--- config.mk ---
export PLATFORM = sky130hd
export DESIGN_NAME = above_threshold_region_filter_flat
export DESIGN_NICKNAME = d
export VERILOG_FILES = /design/src/rtl/ator_pkg.sv /design/src/rtl/ator_if.sv /design/src/rtl/above_threshold_region_filter.sv /design/src/rtl/ator_csr.sv /design/src/rtl/ator_core.sv /design/src/flat_wrapper.sv
export VERILOG_INCLUDE_DIRS = /design/src /design/src/rtl
export SDC_FILE = /design/constraint.sdc
export NUM_CORES = 1
export LEC_CHECK = 0
export ABC_AREA = 1
export ABC_CLOCK_PERIOD_IN_PS = 6050
export BUFFER_PORTS_ARGS = -buffer_cell sky130_fd_sc_hd__clkbuf_2
export CAP_MARGIN = 30
export CORE_AREA = 2 2 121 147
export DETAILED_ROUTE_END_ITERATION = 7
export DIE_AREA = 0 0 123 149
export GPL_TIMING_DRIVEN = 1
export PLACE_DENSITY = 0.76
export REMOVE_ABC_BUFFERS = 1
export SETUP_SLACK_MARGIN = 0.05
export SLEW_MARGIN = 20
export SYNTH_ARGS = -nofsm -noshare
export SYNTH_HDL_FRONTEND = slang
export SYNTH_SLANG_ARGS = --single-unit
--- constraint.sdc ---
create_clock -name clock -period 6.05 [get_ports clock]
set_input_delay 1.815 -clock clock [delete_from_list [all_inputs] [get_ports clock]]
set_output_delay 1.815 -clock clock [all_outputs]
set_load 0.02 [all_outputs]
--- src/rtl/assert_macros.svh ---
// Assertion helper macros shared by the region filter RTL.
// Included by modules that carry concurrent checks; no other dependencies.
`ifndef ASSERT_MACROS_SVH
`define ASSERT_MACROS_SVH

// Same-cycle implication, disabled while reset is high.
`define ASSERT_IMPLY(label, clk, rst, cond, prop) \
   label: assert property (@(posedge clk) disable iff (rst) (cond) |-> (prop)) \
      else $error("assertion failed: same-cycle implication");

// Next-cycle implication, disabled while reset is high.
`define ASSERT_NEXT(label, clk, rst, cond, prop) \
   label: assert property (@(posedge clk) disable iff (rst) (cond) |=> (prop)) \
      else $error("assertion failed: next-cycle implication");

`endif

--- src/rtl/ator_pkg.sv ---
// Package for the above-threshold region filter: widths, register indexes,
// reset values, status codes and the configuration struct. No dependencies.
`timescale 1ns / 1ps
`default_nettype none

package ator_pkg;

   // Sample and result field widths
   localparam int SAMPLE_W   = 16;
   localparam int REGION_W   = 15;
   localparam int STATUS_W   = 2;
   localparam int MIN_LEN_W  = 8;

   // Default saturation point of the position counter
   localparam int MAX_LENGTH_DEFAULT = 16384;

   // Configuration port
   localparam int CSR_IDX_W  = 2;
   localparam int CSR_DATA_W = 16;
   localparam logic [CSR_IDX_W-1:0] CSR_PROB_THRESHOLD  = 2'd0;
   localparam logic [CSR_IDX_W-1:0] CSR_MIN_LENGTH      = 2'd1;
   localparam logic [CSR_IDX_W-1:0] CSR_MIN_DISORDER    = 2'd2;

   // Register reset values (0.5 and 0.09 in Q0.16, six positions)
   localparam logic [SAMPLE_W-1:0]  PROB_THRESHOLD_RST = 16'd32768;
   localparam logic [MIN_LEN_W-1:0] MIN_LENGTH_RST     = 8'd6;
   localparam logic [SAMPLE_W-1:0]  MIN_DISORDER_RST   = 16'd5898;

   localparam logic [SAMPLE_W-1:0]  FULL_SCALE = '1;

   // Region status codes
   localparam logic [STATUS_W-1:0] STATUS_KEPT         = 2'd0;
   localparam logic [STATUS_W-1:0] STATUS_TOO_SHORT    = 2'd1;
   localparam logic [STATUS_W-1:0] STATUS_LOW_DISORDER = 2'd2;

   typedef struct packed {
      logic [SAMPLE_W-1:0]  prob_threshold;
      logic [MIN_LEN_W-1:0] min_length;
      logic [SAMPLE_W-1:0]  min_disorder;
   } cfg_type;

endpackage

`default_nettype wire

--- src/rtl/ator_if.sv ---
// Channel interfaces for the region filter: sample input, region output and
// configuration write. Depends on ator_pkg.
`timescale 1ns / 1ps
`default_nettype none

interface ator_req_if import ator_pkg::*; ();
   logic                valid;
   logic                ready;
   logic [SAMPLE_W-1:0] probability;
   logic [SAMPLE_W-1:0] disorder;
   logic                is_last;

   modport source (output valid, probability, disorder, is_last, input ready);
   modport sink   (input valid, probability, disorder, is_last, output ready);
endinterface

interface ator_rsp_if import ator_pkg::*; ();
   logic                valid;
   logic                ready;
   logic [REGION_W-1:0] region_start;
   logic [REGION_W-1:0] region_end;
   logic [REGION_W-1:0] region_length;
   logic [STATUS_W-1:0] region_status;

   modport source (output valid, region_start, region_end, region_length, region_status,
                   input ready);
   modport sink   (input valid, region_start, region_end, region_length, region_status,
                   output ready);
endinterface

interface ator_csr_if import ator_pkg::*; ();
   logic                  valid;
   logic                  ready;
   logic [CSR_IDX_W-1:0]  index;
   logic [CSR_DATA_W-1:0] data;

   modport source (output valid, index, data, input ready);
   modport sink   (input valid, index, data, output ready);
endinterface

`default_nettype wire

--- src/rtl/above_threshold_region_filter.sv ---
// Top level of the above-threshold region filter.
// Depends on ator_pkg, ator_if, ator_csr and ator_core.
//
// Usage:
//   req_bus  carries one sample per sequence position (probability, disorder,
//            is_last); a transfer happens when valid and ready are both high.
//   rsp_bus  carries one region item (start, end, length, status) each time a
//            run above probability_threshold closes or the sequence ends open.
//   csr_bus  writes the three configuration registers by index; it is always
//            ready and should only be used while no samples are in flight.
// Timing:
//   A sample sits in the input register until the result slot is free, then
//   the run state and the result register update together, so a region passes
//   through the input register and the result register before it shows on
//   rsp_bus. One sample is taken per cycle while the result slot is free; the
//   position counter and run state update together.
// Reset: clears the run state and restores the register defaults; no output
//   is pending afterwards.
// Stall: while a region waits on rsp_bus, the input register still takes one
//   more sample; further samples wait until the region is taken.
`timescale 1ns / 1ps
`default_nettype none

module above_threshold_region_filter import ator_pkg::*; #(
   parameter int MAX_LENGTH = MAX_LENGTH_DEFAULT
) (
   input  wire logic   clock,
   input  wire logic   reset,
   ator_req_if.sink    req_bus,
   ator_rsp_if.source  rsp_bus,
   ator_csr_if.sink    csr_bus
);

   cfg_type cfg;

   ator_csr u_csr (
      .clock   (clock),
      .reset   (reset),
      .csr_bus (csr_bus),
      .cfg     (cfg)
   );

   ator_core #(
      .MAX_LENGTH (MAX_LENGTH)
   ) u_core (
      .clock   (clock),
      .reset   (reset),
      .cfg     (cfg),
      .req_bus (req_bus),
      .rsp_bus (rsp_bus)
   );

endmodule

`default_nettype wire

--- src/rtl/ator_csr.sv ---
// Configuration registers of the region filter, written over the csr channel.
// Depends on ator_pkg and ator_if.
`timescale 1ns / 1ps
`default_nettype none

module ator_csr import ator_pkg::*; (
   input  wire logic   clock,
   input  wire logic   reset,
   ator_csr_if.sink    csr_bus,
   output cfg_type     cfg
);

   cfg_type cfg_ff;
   cfg_type cfg_in;

   // Writes are always taken
   assign csr_bus.ready = 1'b1;

   // Register decode; writes to unknown indexes are dropped
   always_comb begin
      cfg_in = cfg_ff;
      if (csr_bus.valid) begin
         case (csr_bus.index)
            CSR_PROB_THRESHOLD: cfg_in.prob_threshold = csr_bus.data;
            CSR_MIN_LENGTH:     cfg_in.min_length     = csr_bus.data[MIN_LEN_W-1:0];
            CSR_MIN_DISORDER:   cfg_in.min_disorder   = csr_bus.data;
            default:            cfg_in = cfg_ff;
         endcase
      end
   end

   always_ff @(posedge clock) begin
      if (reset) begin
         cfg_ff.prob_threshold <= PROB_THRESHOLD_RST;
         cfg_ff.min_length     <= MIN_LENGTH_RST;
         cfg_ff.min_disorder   <= MIN_DISORDER_RST;
      end else begin
         cfg_ff <= cfg_in;
      end
   end

   assign cfg = cfg_ff;

endmodule

`default_nettype wire

--- src/rtl/ator_core.sv ---
// Region tracking datapath: input register, run state and result register.
// Depends on ator_pkg, ator_if and assert_macros.svh.
`timescale 1ns / 1ps
`default_nettype none

`include "assert_macros.svh"

module ator_core import ator_pkg::*; #(
   parameter int MAX_LENGTH = MAX_LENGTH_DEFAULT
) (
   input  wire logic   clock,
   input  wire logic   reset,
   input  wire cfg_type cfg,
   ator_req_if.sink    req_bus,
   ator_rsp_if.source  rsp_bus
);

   localparam int POS_W = $clog2(MAX_LENGTH + 1);
   localparam int EXT_W = (POS_W > REGION_W) ? POS_W : REGION_W;
   localparam int CMP_W = (POS_W > MIN_LEN_W) ? POS_W : MIN_LEN_W;
   localparam logic [POS_W-1:0] POS_MAX = POS_W'(MAX_LENGTH);

   // Input register
   logic                s1_valid_ff, s1_valid_in;
   logic [SAMPLE_W-1:0] s1_prob_ff, s1_dis_ff;
   logic                s1_last_ff;

   // Run state
   logic [POS_W-1:0]    pos_ff, pos_in;
   logic                in_region_ff, in_region_in;
   logic [POS_W-1:0]    start_ff, start_in;
   logic [SAMPLE_W-1:0] run_min_ff, run_min_in;

   // Result register
   logic                rsp_valid_ff, rsp_valid_in;
   logic [REGION_W-1:0] rsp_start_ff, rsp_end_ff, rsp_len_ff;
   logic [STATUS_W-1:0] rsp_status_ff;

   // Datapath intermediates
   logic                req_xfer, out_free, s1_go;
   logic                above, close_drop, emit;
   logic [POS_W-1:0]    idx, emit_start, emit_end, emit_len;
   logic [SAMPLE_W-1:0] min_base, min_upd, emit_min;
   logic [STATUS_W-1:0] emit_status;
   logic [EXT_W-1:0]    start_ext, end_ext, len_ext;

   // Handshake: the input register drains whenever the result slot is free
   assign out_free      = !rsp_valid_ff || rsp_bus.ready;
   assign s1_go         = s1_valid_ff && out_free;
   assign req_bus.ready = !s1_valid_ff || out_free;
   assign req_xfer      = req_bus.valid && req_bus.ready;

   // Region evaluation for the sample held in the input register
   always_comb begin
      above      = s1_prob_ff > cfg.prob_threshold;
      idx        = (pos_ff == POS_MAX) ? pos_ff : pos_ff + POS_W'(1);
      close_drop = !above && in_region_ff;

      // a fresh run restarts the minimum at full scale
      min_base = in_region_ff ? run_min_ff : FULL_SCALE;
      min_upd  = (s1_dis_ff < min_base) ? s1_dis_ff : min_base;

      emit_start = (above && !in_region_ff) ? idx : start_ff;
      emit_end   = close_drop ? pos_ff : idx;
      emit_min   = close_drop ? run_min_ff : min_upd;
      emit_len   = emit_end - emit_start + POS_W'(1);
      emit       = close_drop || (s1_last_ff && above);

      // too short takes priority over low disorder
      if (CMP_W'(emit_len) < CMP_W'(cfg.min_length)) begin
         emit_status = STATUS_TOO_SHORT;
      end else if (emit_min < cfg.min_disorder) begin
         emit_status = STATUS_LOW_DISORDER;
      end else begin
         emit_status = STATUS_KEPT;
      end

      start_ext = EXT_W'(emit_start);
      end_ext   = EXT_W'(emit_end);
      len_ext   = EXT_W'(emit_len);
   end

   // Next run state; a sequence end returns everything to reset values
   always_comb begin
      pos_in       = pos_ff;
      in_region_in = in_region_ff;
      start_in     = start_ff;
      run_min_in   = run_min_ff;
      if (s1_go) begin
         if (s1_last_ff) begin
            pos_in       = '0;
            in_region_in = 1'b0;
            start_in     = '0;
            run_min_in   = FULL_SCALE;
         end else begin
            pos_in       = idx;
            in_region_in = above;
            start_in     = emit_start;
            run_min_in   = above ? min_upd : FULL_SCALE;
         end
      end
   end

   // Valid flags
   always_comb begin
      s1_valid_in = s1_valid_ff;
      if (req_xfer) begin
         s1_valid_in = 1'b1;
      end else if (s1_go) begin
         s1_valid_in = 1'b0;
      end

      rsp_valid_in = rsp_valid_ff;
      if (s1_go) begin
         rsp_valid_in = emit;
      end else if (rsp_bus.ready) begin
         rsp_valid_in = 1'b0;
      end
   end

   // Control registers
   always_ff @(posedge clock) begin
      if (reset) begin
         s1_valid_ff  <= 1'b0;
         rsp_valid_ff <= 1'b0;
         pos_ff       <= '0;
         in_region_ff <= 1'b0;
         start_ff     <= '0;
         run_min_ff   <= FULL_SCALE;
      end else begin
         s1_valid_ff  <= s1_valid_in;
         rsp_valid_ff <= rsp_valid_in;
         pos_ff       <= pos_in;
         in_region_ff <= in_region_in;
         start_ff     <= start_in;
         run_min_ff   <= run_min_in;
      end
   end

   // Payload registers
   always_ff @(posedge clock) begin
      if (req_xfer) begin
         s1_prob_ff <= req_bus.probability;
         s1_dis_ff  <= req_bus.disorder;
         s1_last_ff <= req_bus.is_last;
      end
      if (s1_go && emit) begin
         rsp_start_ff  <= start_ext[REGION_W-1:0];
         rsp_end_ff    <= end_ext[REGION_W-1:0];
         rsp_len_ff    <= len_ext[REGION_W-1:0];
         rsp_status_ff <= emit_status;
      end
   end

   assign rsp_bus.valid         = rsp_valid_ff;
   assign rsp_bus.region_start  = rsp_start_ff;
   assign rsp_bus.region_end    = rsp_end_ff;
   assign rsp_bus.region_length = rsp_len_ff;
   assign rsp_bus.region_status = rsp_status_ff;

   // Checks
   `ASSERT_IMPLY(a_pos_saturates, clock, reset, 1'b1, pos_ff <= POS_MAX)
   `ASSERT_IMPLY(a_open_run_order, clock, reset, in_region_ff,
                 (start_ff != '0) && (start_ff <= pos_ff))
   `ASSERT_IMPLY(a_idle_min_full, clock, reset, !in_region_ff, run_min_ff == FULL_SCALE)
   `ASSERT_NEXT(a_last_clears, clock, reset, s1_go && s1_last_ff,
                (pos_ff == '0) && !in_region_ff)

endmodule

`default_nettype wire
--- src/flat_wrapper.sv ---
// flat-port wrapper written by rule: the top's interface ports become plain ports
module above_threshold_region_filter_flat import ator_pkg::*;
#(
   parameter int MAX_LENGTH = MAX_LENGTH_DEFAULT
)
  (clock, reset, req_bus_valid, req_bus_probability, req_bus_disorder, req_bus_is_last, req_bus_ready, rsp_bus_valid, rsp_bus_region_start, rsp_bus_region_end, rsp_bus_region_length, rsp_bus_region_status, rsp_bus_ready, csr_bus_valid, csr_bus_index, csr_bus_data, csr_bus_ready);
  ator_req_if req_bus_i ();
  ator_rsp_if rsp_bus_i ();
  ator_csr_if csr_bus_i ();
  input  wire logic clock;
  input  wire logic reset;
  input wire logic [$bits(req_bus_i.valid)-1:0] req_bus_valid;
  input wire logic [$bits(req_bus_i.probability)-1:0] req_bus_probability;
  input wire logic [$bits(req_bus_i.disorder)-1:0] req_bus_disorder;
  input wire logic [$bits(req_bus_i.is_last)-1:0] req_bus_is_last;
  output wire logic [$bits(req_bus_i.ready)-1:0] req_bus_ready;
  output wire logic [$bits(rsp_bus_i.valid)-1:0] rsp_bus_valid;
  output wire logic [$bits(rsp_bus_i.region_start)-1:0] rsp_bus_region_start;
  output wire logic [$bits(rsp_bus_i.region_end)-1:0] rsp_bus_region_end;
  output wire logic [$bits(rsp_bus_i.region_length)-1:0] rsp_bus_region_length;
  output wire logic [$bits(rsp_bus_i.region_status)-1:0] rsp_bus_region_status;
  input wire logic [$bits(rsp_bus_i.ready)-1:0] rsp_bus_ready;
  input wire logic [$bits(csr_bus_i.valid)-1:0] csr_bus_valid;
  input wire logic [$bits(csr_bus_i.index)-1:0] csr_bus_index;
  input wire logic [$bits(csr_bus_i.data)-1:0] csr_bus_data;
  output wire logic [$bits(csr_bus_i.ready)-1:0] csr_bus_ready;
  assign req_bus_i.valid = req_bus_valid;
  assign req_bus_i.probability = req_bus_probability;
  assign req_bus_i.disorder = req_bus_disorder;
  assign req_bus_i.is_last = req_bus_is_last;
  assign req_bus_ready = req_bus_i.ready;
  assign rsp_bus_valid = rsp_bus_i.valid;
  assign rsp_bus_region_start = rsp_bus_i.region_start;
  assign rsp_bus_region_end = rsp_bus_i.region_end;
  assign rsp_bus_region_length = rsp_bus_i.region_length;
  assign rsp_bus_region_status = rsp_bus_i.region_status;
  assign rsp_bus_i.ready = rsp_bus_ready;
  assign csr_bus_i.valid = csr_bus_valid;
  assign csr_bus_i.index = csr_bus_index;
  assign csr_bus_i.data = csr_bus_data;
  assign csr_bus_ready = csr_bus_i.ready;
  above_threshold_region_filter #(.MAX_LENGTH(MAX_LENGTH)) u_core (.clock(clock), .reset(reset), .req_bus(req_bus_i), .rsp_bus(rsp_bus_i), .csr_bus(csr_bus_i));
endmodule
==> results of run 1 <==
==> through the flow <==
stage,area [sq um],setup TNS [ns]
finish,10200,0
global route,10200,0
CTS,10200,0
detailed placement,9530,0
global placement,9530,0
floorplan,8680,-13.14
==> worst max-delay path, delay by kind of cell, from the launching register on <==
family / cells / cell delay (ns)
AO/OA/AOI/OAI: 6 / 0.94
flip-flops: 1 / 0.37
AND/OR/NAND/NOR: 18 / 2.02
adder cells (fa/ha/maj): 4 / 1.24
buffers and inverters: 3 / 0.29
XOR/XNOR: 1 / 0.16
==> registers in the layout (all words and copies together) (netlist names) <==
| signal | flops |
|---|---|
| u_core.u_core.run_min_ff | 16 |
| u_core.u_csr.cfg | 40 |
| u_core.u_core.rsp_bus.region_status | 2 |
| u_core.u_core.in_region_ff | 1 |
| u_core.u_core.rsp_bus.valid | 1 |
| u_core.u_core.s1_last_ff | 1 |
| u_core.u_core.rsp_bus.region_end | 15 |
| u_core.u_core.rsp_bus.region_length | 15 |
| u_core.u_core.pos_ff | 15 |
| u_core.u_core.rsp_bus.region_start | 15 |
| u_core.u_core.start_ff | 15 |
| u_core.u_core.s1_valid_ff | 1 |
| u_core.u_core.s1_dis_ff | 16 |
| u_core.u_core.s1_prob_ff | 16 |
==> layer usage <==
metal | routed length [microns] | global-route usage | vias to the layer above
met2 | 9950 | 0.393 | 181
met3 | 779 | 0.0394 | 38
met4 | 601 | 0.0909 | 0
met1 | 7790 | 0.255 | 3242
li1 | - | - | 3543
met5 | 0 | 0 | -
==> area by class of cell <==
| class | instances | area (sq um) |
|---|---|---|
| sequential | 169 | 4180 |
| multi-input combinational | 654 | 3970 |
| fill | 1495 | 6930 |
| clock inverter | 14 | 188 |
| clock buffer | 18 | 439 |
| timing repair buffer | 112 | 588 |
| inverter | 143 | 537 |
| tap | 220 | 275 |
==> logic make-up after synthesis <==
| kind of cell | Yosys count |
|---|---|
| adder cells (fa/ha/maj) | 83 |
| other | 1 |
| flip-flops | 169 |
| AND/OR/NAND/NOR | 318 |
| XOR/XNOR | 20 |
| buffers and inverters | 180 |
| multiplexers | 15 |
| AO/OA/AOI/OAI | 217 |
==> worst paths after layout <==
| kind | startpoint | end | slack [ns] | cells past startpoint |
|---|---|---|---|---|
| max reg2reg | u_core.u_core.s1_prob_ff[15] | u_core.u_core.rsp_bus.region_status[1] | 0.78 | 32 |
| max | u_core.u_core.s1_prob_ff[15] | u_core.u_core.rsp_bus.region_status[1] | 0.78 | 32 |
| min | u_core.u_csr.cfg[16] | u_core.u_csr.cfg[16] | 0.46 | 2 |
| min reg2reg | u_core.u_csr.cfg[16] | u_core.u_csr.cfg[16] | 0.46 | 2 |
==> power groups by stage <==
stage                     sequential [mW]  clock (mW)  combinational [mW]
after global placement               1.31           0               0.462
after detailed placement             1.31           0               0.472
final                                1.29        1.15               0.477
after global routing                 1.29        1.21               0.541
after floorplan                      1.34           0               0.302
after CTS                            1.29        1.16               0.477
==> layout by cell type, fill, tap and decap left out, drive strengths merged, types with 8 or more instances in the layout <==
master,synthesis,final
edfxtp,80,80
ha,82,82
nand3,26,26
nor3,11,11
buf,7,8
nand2,196,196
nor2,61,61
a21oi,111,111
dfxtp,89,89
o211ai,10,10
o22ai,15,15
o21ai,67,67
inv,142,146
clkbuf,30,122
xor2,17,17
or2,14,14
mux2i,15,15
==> results.toml, run 1 <==
[logic_synthesis]
yosys-top-cells-area = "edfxtp_1 (27%), dfxtp_1 (20%), ha_1 (12%)"
synth_top_cell_area_share = 0.272
syn_area_sq_mm = 0.00883
ys_types = 49
synth_top_family_by_area = "simple AND/OR/NAND/NOR gates"
synth-edff-count = 80
synth-compound-area-share = 0.135
ys.flop_type = "dfxtp_1"
ys_seq_elements = 169
synthMuxAreaShare = 0.0170
yosysTopAreaCell = "edfxtp_1"
ys_seq_area_frac = 0.474
ys_async_sr_fraction = 0
synth-xor-area-share = 0.0207
synth.avg_cell_area_sq_um = 8.80
synth_fa_ha_area_frac = 0.118
syn_inst = 1003
yosysWarnings = 0
ys_top_cells_by_count = "nand2_1 (189), inv_1 (134), a21oi_1 (109)"
yosys.area_share.simple = 0.157
synth.most_common_cell = "nand2_1"

[floorplan]
die_h_microns = 149
core_area_sq_mm = 0.0171
fp.dieArea_sq_mm = 0.0183
ioPinCount = 106
fp.dieW_microns = 123
num_rows = 53
initial_core_util = 0.516

[timing]
hold_viol = 0
setup_viol = 0
fin_worst_skew_ns = 0.0115
rsz0062_at_grt = "no"
relSlewSlack = 0.451
setup_ws_ns = 0.779
timing.final.crit_share = 0.871
tightest_slew_ns = 0.822
period_needed_ns = 5.27
slew_violations = 0
fmax_ghz = 0.190
hold_ws_ns = 0.460

[clocking]
hold_buffers = 0
cts_buffers = 17
clock-root-buffer = "clkbuf_16"
cts_tree = "done"
postCtsSetupRepairBufs = 0
cts_sinks = 169
worstSkewPairLatency_ns = 0.44
htreeDepth = 4
clk_pin_slew_ns = 0.07
cts.path.max_buffers = 2
postCtsResizedCells = 0

[power]
p_sw_mw = 0.803
power.density_mw_per_mm2 = 286
p_int_mw = 2.11
power.leakage_nw = 4.47
seqPwrFrac = 0.442
share_comb_of_total_power = 0.164
swShare = 0.276
p_clk_frac = 0.394
finalPower_mw = 2.91
peakVddDrop_v = 0.000149

[hold_path]
worstHoldPathType = "flip-flop to flip-flop"

[global_routing]
grt_max_degree = 49
grt_pass1_vias = 6684
grt.overflow.total = 0
grtUsageTotal = 0.219
grt_pass1_wl_mm = 31.3
antenna_found_initial = 0

[place]
place_inst = 1297
dpl.hpwl_mm = 13.8
port_buffers = 104
pre_cts_slack_ns = 0.753
place_congestion = 0.947

[worst_setup_path]
worstSetupPathType = "flip-flop to flip-flop"
cp.required_ns = 6.24
crit_arrival_ns = 5.46
start_kind = "flip-flop"
max_stage_delay_ns = 0.44
endpoint_kind = "flip-flop"
cp_slowest_cell = "nand2_1"
critPathMaxFanout = 17

[final_layout]
diodes = 0
area_growth_pct = 15.2
fin_cells = 1330
fin_util = 0.595
layout-drive-gt1-share = 0.170
fin_nets = 1236

[drt]
viasPerCell = 5.27
first_pass_iters = 5
vias = 7004
final_antenna_net_count = 0
drc = 0
wl_mm = 19.1
drt-initial-drc-count = 465
wl_per_cell_microns = 14.4

[run_status]
status = "complete, no violations"

[job]
max_cap_viol_count = 0
No activity file was read; power rests on OpenSTA's default activity.
==> run 2, diff against run 1 <==
==> constraint.sdc (replaced) <==
create_clock -name clock -period 6.05 [get_ports clock]
set_input_delay 1.21 -clock clock [delete_from_list [all_inputs] [get_ports clock]]
set_output_delay 1.21 -clock clock [all_outputs]
set_load 0.02 [all_outputs]
==> results.toml, run 2 (synthesis results as in run 1) <==
[worst_setup_path]
crit_arrival_ns = 5.40
worstSetupPathType = "flip-flop to flip-flop"
max_stage_delay_ns = 0.44
cp_slowest_cell = "nand2_1"
reg2regPathDepth = 33
endpoint_kind = "flip-flop"
cp.required_ns = 6.24
cp_common_cell = "nand2_1"
start_kind = "flip-flop"
critPathMaxFanout = 17

[drt]
viasPerCell = 5.25
wl_mm = 19.3
drc = 0
first_pass_iters = 7
vias = 6993
final_antenna_net_count = 0
drt-initial-drc-count = 414
wl_per_cell_microns = 14.5

[floorplan]
initial_core_util = 0.516
core_area_sq_mm = 0.0171
die_h_microns = 149
fp.dieArea_sq_mm = 0.0183
num_rows = 53
ioPinCount = 106
fp.dieW_microns = 123

[timing]
hold_viol = 0
slew_violations = 0
rsz0062_at_grt = "no"
hold_ws_ns = 0.460
fin_worst_skew_ns = 0.00805
timing.final.crit_share = 0.862
relSlewSlack = 0.459
tightest_slew_ns = 0.810
period_needed_ns = 5.21
setup_viol = 0
fmax_ghz = 0.192
setup_tns_ns = 0

[final_layout]
final_cell_mix = "nand2_1 (189), inv_1 (134), a21oi_1 (109)"
diodes = 0
nFillCells = 1502
fin_nets = 1237
area_growth_pct = 15.1
layout_commonest_cell = "nand2_1"
fin_cells = 1331
register_area_sq_mm = 0.00418
layout-drive-gt1-share = 0.171
multi_input_area_sq_mm = 0.00397
largest_reg_flops = 40

[global_routing]
grt_pass1_wl_mm = 31.0
antenna_found_initial = 0
grt_max_degree = 43
grt.overflow.total = 0
grtUsageTotal = 0.219
grt_pass1_vias = 6611

[clocking]
hold_buffers = 0
clock-root-buffer = "clkbuf_16"
worstSkewPairLatency_ns = 0.44
postCtsSetupRepairBufs = 0
cts_sinks = 169
postCtsResizedCells = 0
htreeDepth = 4
clk_pin_slew_ns = 0.07
cts.path.max_buffers = 2
cts_buffers = 17
cts_tree = "done"

[hold_path]
worstHoldPathType = "flip-flop to flip-flop"
holdPathStages = 2

[place]
port_buffers = 104
place_inst = 1298
dpl.hpwl_mm = 14.0
place_congestion = 0.911

[power]
power.leakage_nw = 4.46
peakVddDrop_v = 0.000175
power.density_mw_per_mm2 = 284

[run_status]
status = "complete, no violations"

[job]
max_cap_viol_count = 0
[run 2: changes by cell type in the layout (fill, tap and decap cells not counted)]
| cell | previous run | this run |
|---|---|---|
| buf_4 | 7 | 8 |
| clkinv_2 | 0 | 2 |
| clkinv_4 | 4 | 1 |
| clkinvlp_4 | 3 | 6 |
| inv_8 | 2 | 0 |
[run 2: where the power goes]
part / internal, mW / total (mW) / switching (mW)
clock network: 0.661 / 1.12 / 0.460
logic: 0.172 / 0.473 / 0.301
registers: 1.27 / 1.29 / 0.0198
total: 2.10 / 2.88 / 0.782
[run 2: path summary, 6_finish.rpt]
kind | from | slack [ns] | to
worst max-delay path | u_core.u_core.s1_prob_ff[15] | 0.84 | u_core.u_core.rsp_bus.region_status[1]
worst min-delay path | u_core.u_csr.cfg[20] | 0.46 | u_core.u_csr.cfg[20]
worst max register to register | u_core.u_core.s1_prob_ff[15] | 0.84 | u_core.u_core.rsp_bus.region_status[1]
worst min register to register | u_core.u_csr.cfg[20] | 0.46 | u_core.u_csr.cfg[20]
[run 2: through the flow]
step | cell area (sq um) | worst slack [ns] | total power [mW] | utilization
CTS | 10200 | 0.803 | 2.90 | 0.593
floorplan | 8680 | 0.329 | 1.64 | -
detailed placement | 9540 | 0.826 | 1.79 | 0.558
global route | 10200 | 0.272 | 3.01 | 0.594
global placement | 9540 | 1.04 | 1.77 | 0.558
finish | 10200 | 0.837 | 2.88 | 0.594
[run 2: cell type report]
type / instances / share of cell area
repair buffers: 113 / 0.0586
multi-input cells: 654 / 0.390
clock inverters: 14 / 0.0169
clock buffers: 18 / 0.0432
flip-flops and latches: 169 / 0.412
inverters: 143 / 0.0528
well taps: 220 / 0.0271
[run 2: critical path: cells and delay by family, from the launching register on]
| family | cells | cell delay (ns) |
|---|---|---|
| AND/OR/NAND/NOR | 20 | 2.26 |
| flip-flops | 1 | 0.37 |
| AO/OA/AOI/OAI | 5 | 0.66 |
| adder cells (fa/ha/maj) | 4 | 1.21 |
| XOR/XNOR | 1 | 0.16 |
| buffers and inverters | 3 | 0.28 |
[run 2: per-layer routing]
layer | vias up | track usage | part of all wire
met5 | - | 0 | 0
met4 | 0 | 0.0949 | 0.035
met3 | 46 | 0.0440 | 0.050
met2 | 188 | 0.388 | 0.51
met1 | 3230 | 0.253 | 0.40
li1 | 3529 | - | -
